[config.mk]
export PLATFORM = sky130hd
export DESIGN_NAME = bfa_ctrl
export DESIGN_NICKNAME = d
export VERILOG_FILES = /design/src/rtl/core/bfa_pkg.sv /design/src/rtl/core/bfa_ctrl.sv
export SDC_FILE = /design/constraint.sdc
export NUM_CORES = 1
export LEC_CHECK = 0
export ABC_CLOCK_PERIOD_IN_PS = 1100
export BUFFER_PORTS_ARGS = -buffer_cell sky130_fd_sc_hd__buf_2
export CAP_MARGIN = 30
export CORE_AREA = 2 2 39 41
export DETAILED_ROUTE_END_ITERATION = 8
export DIE_AREA = 0 0 41 43
export GPL_ROUTABILITY_DRIVEN = 0
export MAX_ROUTING_LAYER = met4
export PLACE_DENSITY = 0.54
export SYNTH_ARGS = -nofsm -noshare
export SYNTH_HDL_FRONTEND = slang
export SYNTH_SLANG_ARGS = --single-unit
[constraint.sdc]
create_clock -name i_clk -period 1.1 [get_ports i_clk]
set_input_delay 0.11 -clock i_clk [delete_from_list [all_inputs] [get_ports i_clk]]
set_output_delay 0.11 -clock i_clk [all_outputs]
set_load 0.005 [all_outputs]
[src/rtl/core/bfa_pkg.sv]
`timescale 1ns / 1ps
package bfa_pkg;

    localparam int unsigned DEF_NUM_BLOCKS  = 32768;
    localparam int unsigned DEF_BLOCK_BYTES = 4096;

    localparam int unsigned ADDR_W     = 32;
    localparam int unsigned BLK_ADDR_W = 27;
    localparam int unsigned FREE_CNT_W = 16;
    localparam int unsigned CMD_W      = 2;
    localparam int unsigned MAP_BITS   = 32;
    localparam int unsigned MAP_BIT_W  = 5;
    localparam int unsigned CFG_IDX_W  = 1;

    localparam logic [CFG_IDX_W-1:0] CFG_MEMORY_SIZE  = 1'b0;
    localparam logic [CFG_IDX_W-1:0] CFG_RESERVED_END = 1'b1;

    typedef enum logic [CMD_W-1:0] {
        CMD_ALLOC = 2'd0,
        CMD_FREE  = 2'd1,
        CMD_INIT  = 2'd2,
        CMD_NOP   = 2'd3
    } t_cmd;

    typedef enum logic [2:0] {
        ST_CLEAR,
        ST_IDLE,
        ST_SCAN,
        ST_FREE,
        ST_INIT,
        ST_RESP
    } t_state;

    typedef struct packed {
        logic accept;
        logic scan;
        logic free_chk;
        logic init_wr;
        logic clear_wr;
        logic load_out;
    } t_dp_ctrl;

    typedef struct packed {
        logic in_range;
        logic word_free;
        logic idx_last;
    } t_dp_stat;

endpackage

[src/rtl/core/bfa_ctrl.sv]
`timescale 1ns / 1ps
module bfa_ctrl import bfa_pkg::*; (
    input  logic             i_clk,
    input  logic             i_rst_n,
    input  logic             i_req_valid,
    output logic             o_req_ready,
    input  logic [CMD_W-1:0] i_command,
    output logic             o_rsp_valid,
    input  logic             i_rsp_ready,
    input  t_dp_stat         i_stat,
    output t_dp_ctrl         o_ctrl
);

    t_state r_state;
    t_state n_state;
    logic   r_out_valid;
    logic   n_out_valid;

    always_ff @(posedge i_clk) begin
        if (!i_rst_n) begin
            r_state     <= ST_CLEAR;
            r_out_valid <= 1'b0;
        end else begin
            r_state     <= n_state;
            r_out_valid <= n_out_valid;
        end
    end

    always_comb begin
        n_state     = r_state;
        n_out_valid = r_out_valid;
        o_ctrl      = '0;
        o_req_ready = 1'b0;
        if (r_out_valid && i_rsp_ready) begin
            n_out_valid = 1'b0;
        end
        unique case (r_state)
            ST_CLEAR: begin
                o_ctrl.clear_wr = 1'b1;
                if (i_stat.idx_last) begin
                    n_state = ST_IDLE;
                end
            end
            ST_IDLE: begin
                o_req_ready = 1'b1;
                if (i_req_valid) begin
                    o_ctrl.accept = 1'b1;
                    unique case (t_cmd'(i_command))
                        CMD_ALLOC: n_state = ST_SCAN;
                        CMD_FREE:  n_state = i_stat.in_range ? ST_FREE : ST_RESP;
                        CMD_INIT:  n_state = ST_INIT;
                        CMD_NOP:   n_state = ST_RESP;
                    endcase
                end
            end
            ST_SCAN: begin
                o_ctrl.scan = 1'b1;
                if (i_stat.word_free || i_stat.idx_last) begin
                    n_state = ST_RESP;
                end
            end
            ST_FREE: begin
                o_ctrl.free_chk = 1'b1;
                n_state         = ST_RESP;
            end
            ST_INIT: begin
                o_ctrl.init_wr = 1'b1;
                if (i_stat.idx_last) begin
                    n_state = ST_RESP;
                end
            end
            ST_RESP: begin
                if (!r_out_valid || i_rsp_ready) begin
                    o_ctrl.load_out = 1'b1;
                    n_out_valid     = 1'b1;
                    n_state         = ST_IDLE;
                end
            end
            default: begin
                n_state = ST_CLEAR;
            end
        endcase
    end

    assign o_rsp_valid = r_out_valid;

endmodule

==> flow_summary.yaml, run 1 <==
worst_setup_path:
  crit_path_start_kind: "flop"
  reg2reg_depth: 5
  crit_fanout: 3
  required_ns: 0.99
  cp_slowest_cell: "dfxtp_4"
  rrSetupSlack_ns: -0.12
  r2r-start: "r_state[2]"
  crit_end: "o_ctrl[5]"
  cp_common_cell: "buf_6"
  r2r_end: "r_state[1]"
  crit_start: "r_state[2]"
  path_class: "reg -> out"
  crit_arrival_ns: 1.15
  worstSetupEndpointType: "output port"
  worstPathCellList: "buf_6, nor3b_4, and2_4, buf_6"
  max_stage_delay_ns: 0.34
cells_and_area:
  drive_above_1_share: 0.742
  most-common-layout-cells: "buf_2 (14), buf_6 (9), buf_4 (5)"
  fin_util: 0.441
  final_common_cell: "buf_2"
  final_cell_area_um2: 611
  seqCellArea_um2: 91.3
  multi_input_area_um2: 260
  area_delta_synth_final_pct: 80.1
  fin_nets: 77
  instances_no_fill: 82
  antenna_cells: 0
  fill_cells: 150
yosys:
  synth_warnings: 0
  synthXorXnorAreaFrac: 0
  synthAdderAreaFrac: 0
  yosysTopAreaCellShare: 0.236
  syn_nets: 47
  synthTopCellsByArea: "dfxtp_1 (24%), buf_6 (6.6%), o31ai_4 (6.3%), nor2b_1 (5.5%), nor3b_4 (5.5%)"
  synth_top_area_cell: "dfxtp_1"
  avgSynthCellArea_um2: 8.92
  syn-cell-area_um2: 339
  ys_ff_latch: 4
  synth_cell_type_count: 28
  synthSimpleGateAreaFrac: 0.365
  syn_inst: 38
  synth_mux_area_frac: 0.0295
  yosysSeqAreaShare: 0.236
  synth_compound_area_frac: 0.258
  synth_top_family_by_area: "simple AND/OR/NAND/NOR gates"
clock_tree:
  root_buffer: "clkbuf_4"
  clk_latency_ns: 0.24
  clk_path_buf_depth: 2
  cts-htree-levels: 1
  cts_sinks: 4
  cts_buffers: 3
  tritoncts: "yes"
  holdBufCountCts: 0
  path_clk_slew_ns: 0.04
floorplan:
  die_width_um: 41
  die_h_um: 43
  dieArea_um2: 1760
  initial_utilization: 0.245
  rows: 14
  boundaryPins: 17
  design.core.area_um2: 1380
route:
  routedWlPerCell_um: 11.3
  drtAntennaViolNets: 0
  drc: 0
  first_iter_violations: 2
  totalWireLength_um: 928
  first_pass_iters: 3
  num_vias: 377
  routed_via_density: 4.60
timing:
  clock_skew_ns: 0.0104
  fin_setup_tns_ns: -0.698
  min_period_over_period: 1.14
  fin_ws_ns: -0.156
  relSlewSlack: 0.866
  grt_setup_unrepaired: "yes"
  fmax_ghz: 0.796
  setup_viol_count_final: 9
  slew_violations: 0
  worst_pin_slew_ns: 0.201
  finalCriticalPeriod_ns: 1.26
  hold_viol_final: 0
power_and_ir_drop:
  net-switching-power_mw: 0.181
  sequentialPowerShare: 0.289
  swShare: 0.301
  vdd_ir_drop_max_mv: 0.518
  p_leak_nw: 0.290
  power.density_nw_per_um2: 987
  p_int_mw: 0.421
  comb_power_share: 0.397
  clock_power_share: 0.314
placement:
  place_area_um2: 462
  dp_cells: 74
  portBuffers: 16
  dp_hpwl_um: 604
min_path:
  holdCritPathClass: "in -> reg"
outcome:
  violations: "negative setup slack"
  outcome: "finished, violations left"
global_route:
  grt_pass1_wl_um: 1480
  met3_usage: 0.0471
  grt_overflow: 0
  antenna_found_initial: 0
  grt.total_usage: 0.128
  use_met2: 0.172
  top_usage_layer: "met2"
  grt_max_degree: 8
  grt_pass1_vias: 367
  met1_usage: 0.160
flow_run:
  drv_cap: 0
-- synthesized netlist by cell type --
library cell and number:
o21a_1 1, nand3b_1 1, buf_6 2, o21ai_0 1, nor3b_2 1, o31ai_4 1, nor3b_1 1, nor2_1 2
mux2i_1 1, a211o_2 1, a31oi_1 1, inv_1 2, nand3_1 1, o211ai_2 1, nand2b_2 1, nor2b_1 3
and2_1 1, nor3b_4 1, o21bai_1 1, dfxtp_1 4, and3b_1 1, nand2_1 3, a21oi_1 1, a21boi_0 1
nor3_1 1, nand2b_1 1, o21ai_1 1, buf_4 1
-- routing by layer --
layer	up-vias	wire, µm	part of all wire
met4	0	29	0.031
met1	173	411	0.44
met5	-	0	0
met3	2	29	0.031
met2	10	457	0.49
li1	192	-	-
-- cells by family (layout without fill, tap and decap cells) --
kind of cell | after synthesis | count (layout)
flip-flops | 4 | 4
multiplexers | 1 | 1
AO/OA/AOI/OAI | 10 | 10
buffers and inverters | 5 | 33
AND/OR/NAND/NOR | 18 | 18
-- final cells by class --
type / count / share of cell area
repair buffers: 28 / 0.342
well taps: 16 / 0.0328
inverters: 2 / 0.0123
clock buffers: 3 / 0.0369
multi-input cells: 29 / 0.426
flip-flops and latches: 4 / 0.150
-- per-stage QoR --
step           worst slack [ns]  power (mW)  hold slack [ns]
2_1_floorplan           0.00220       0.274            0.235
3_3_place_gp            -0.0861       0.342            0.359
3_5_place_dp            -0.0970       0.342            0.355
4_1_cts                  -0.169       0.576            0.107
5_1_grt                  -0.205       0.639            0.142
6_report                 -0.156       0.603            0.127
-- flip-flops by register name (all words and copies together) (netlist names) --
name         flops
o_rsp_valid      1
r_state          3
-- worst min path at each step --
stage,start,to,slack (ns),cells past startpoint
2_1_floorplan,i_command[0],r_state[0],0.24,2
3_3_place_gp,i_command[0],r_state[0],0.36,3
3_5_place_dp,i_command[0],r_state[0],0.36,3
4_1_cts,i_command[0],r_state[0],0.11,3
5_1_grt,i_command[0],r_state[0],0.14,3
6_report,i_command[0],r_state[0],0.13,3
-- repair_timing --
| action | CTS | global route |
|---|---|---|
| resized for setup | 17 | 10 |
| setup buffers | 4 | 2 |
| endpoints found under the setup margin | 9 | 10 |
| pin swaps | 6 | 7 |
-- worst max-delay path: cells and delay by family, from the launching register on --
kind                   cells  cell delay [ns]
buffers and inverters      2             0.20
and+or+nand+nor            2             0.37
DFF                        1             0.34
-- power by group through the flow --
stage / clock [mW] / combinational [mW] / sequential, mW
after floorplan: 0 / 0.107 / 0.167
after global placement: 0 / 0.164 / 0.178
after detailed placement: 0 / 0.163 / 0.179
after CTS: 0.192 / 0.210 / 0.173
after global routing: 0.203 / 0.259 / 0.177
final: 0.189 / 0.239 / 0.174
No activity file was read; power rests on OpenSTA's default activity.
==> run 2: changes to the inputs <==
- ABC_CLOCK_PERIOD_IN_PS: 1100 -> 1400
- PLACE_DENSITY: 0.54 -> 0.53
- clock period: 1.1 -> 1.4 ns (I/O delays scaled with it)
==> run 2 against run 1 <==
Compared with the run above:
- the flow now finishes without violations
- die area unchanged
- flip-flop and latch count unchanged
- combinational power fell by 56%
- sequential power shrank 18%
- total power shrank 36%
- count of clock-buffer cells in the layout stayed put
- critical endpoint is now o_ctrl[2]
- critical path depth did not move
- hold slack improved by 0.0080 ns
- final cell count fell by 12%
- via count fell by 16%
==> flow_summary.yaml, run 2 (synthesis results as in run 1) <==
outcome:
  outcome: "finished, final reports clean"
route:
  num_vias: 318
  drc: 0
  first_iter_violations: 7
  totalWireLength_um: 674
  routedWlPerCell_um: 9.36
  first_pass_iters: 4
  drtAntennaViolNets: 0
  routed_via_density: 4.42
placement:
  portBuffers: 16
  pre_cts_ws_ns: 0.197
  dp_hpwl_um: 546
  dp_cells: 69
  place_area_um2: 424
worst_setup_path:
  max_stage_delay_ns: 0.49
  r2r_end: "r_state[1]"
  worstSetupEndpointType: "output port"
  crit_arrival_ns: 1.14
  path_class: "reg -> out"
  reg2reg_depth: 4
  crit_fanout: 7
  required_ns: 1.26
  rrSetupSlack_ns: 0.21
  crit_path_start_kind: "flop"
  worstPathCellList: "buf_4, nand2_1, inv_1, buf_2"
  r2r-start: "r_state[2]"
  cp_slowest_cell: "dfxtp_1"
global_route:
  antenna_found_initial: 0
  grt_overflow: 0
  grt_pass1_vias: 262
  grt.total_usage: 0.0986
  grt_pass1_wl_um: 1080
  grt_max_degree: 12
min_path:
  min_delay_path_depth: 3
  min_to: "r_state[0]"
  min_from: "i_command[0]"
  holdCritPathClass: "in -> reg"
cells_and_area:
  largest_reg_flops: 3
  final_cell_area_um2: 449
  area_delta_synth_final_pct: 32.5
  multi_input_area_um2: 221
  seqCellArea_um2: 82.6
  most-common-layout-cells: "buf_2 (16), nand2_1 (3), nor2b_1 (3), clkbuf_4 (3)"
  fin_nets: 67
  instances_no_fill: 72
  drive_above_1_share: 0.518
  antenna_cells: 0
  largest-register: "r_state"
  final_common_cell: "buf_2"
  fill_cells: 149
power_and_ir_drop:
  p_leak_nw: 0.215
  power.density_nw_per_um2: 863
  vdd_ir_drop_max_mv: 0.322
  p_total_mw: 0.388
floorplan:
  initial_utilization: 0.245
  dieArea_um2: 1760
  die_h_um: 43
  die_width_um: 41
  rows: 14
  design.core.area_um2: 1380
  boundaryPins: 17
clock_tree:
  clk_latency_ns: 0.23
  cts-htree-levels: 1
  cts_setup_buffers: 0
  cts_sinks: 4
  root_buffer: "clkbuf_4"
  clk_path_buf_depth: 2
  holdBufCountCts: 0
  path_clk_slew_ns: 0.04
  tritoncts: "yes"
  cts_buffers: 3
timing:
  hold_viol_final: 0
  min_period_over_period: 0.913
  finalCriticalPeriod_ns: 1.28
  setup_viol_count_final: 0
  fin_setup_tns_ns: 0
  grt_setup_unrepaired: "no"
  clock_skew_ns: 0.00393
  worst_pin_slew_ns: 0.304
  relSlewSlack: 0.797
  fin_ws_ns: 0.122
  slew_violations: 0
  fmax_ghz: 0.782
flow_run:
  drv_cap: 0
[run 2: per-layer routing]
metal,track usage,up-vias,routed length (µm)
met5,-,-,0
met4,0.0600,0,14
met3,0.0628,2,57
met2,0.128,12,313
met1,0.109,134,288
li1,-,170,-
[run 2: what timing repair did]
action	4_1_cts	5_1_grt
endpoints found under the setup margin	0	3
hold endpoints to repair	0	0
resized for setup	0	2
[run 2: area by class of cell]
cell class	instances	area share
clock buffer	3	0.0501
inverter	2	0.0167
multi-input combinational	29	0.493
sequential	4	0.184
tap	16	0.0446
timing repair buffer	18	0.212
[run 2: how the worst max path moves through the flow]
stage,from,end,slack [ns],cells after the start
after floorplan,r_state[0],r_state[2],0.30,5
after global placement,r_state[0],r_state[1],0.20,4
after detailed placement,r_state[1],r_state[1],0.20,4
after CTS,r_state[0],o_ctrl[5],0.01,3
after global routing,r_state[2],o_ctrl[2],0.04,4
final,r_state[2],o_ctrl[2],0.12,4
[run 2: report_power, final]
part / internal (mW) / switching, mW / leakage, nW
sequential: 0.124 / 0.0192 / 0.0335
combinational: 0.0593 / 0.0446 / 0.168
clock: 0.0957 / 0.0448 / 0.0138
[run 2: stage by stage]
step	utilization	hold slack, ns
2_1_floorplan	-	0.265
3_3_place_gp	0.307	0.390
3_5_place_dp	0.307	0.389
4_1_cts	0.323	0.139
5_1_grt	0.325	0.158
6_report	0.325	0.135
[run 2: worst max-delay path, delay by kind of cell (launching register included)]
| family | cells | cell delay [ns] |
|---|---|---|
| AND/OR/NAND/NOR | 1 | 0.07 |
| buffers and inverters | 3 | 0.35 |
| flip-flops | 1 | 0.49 |
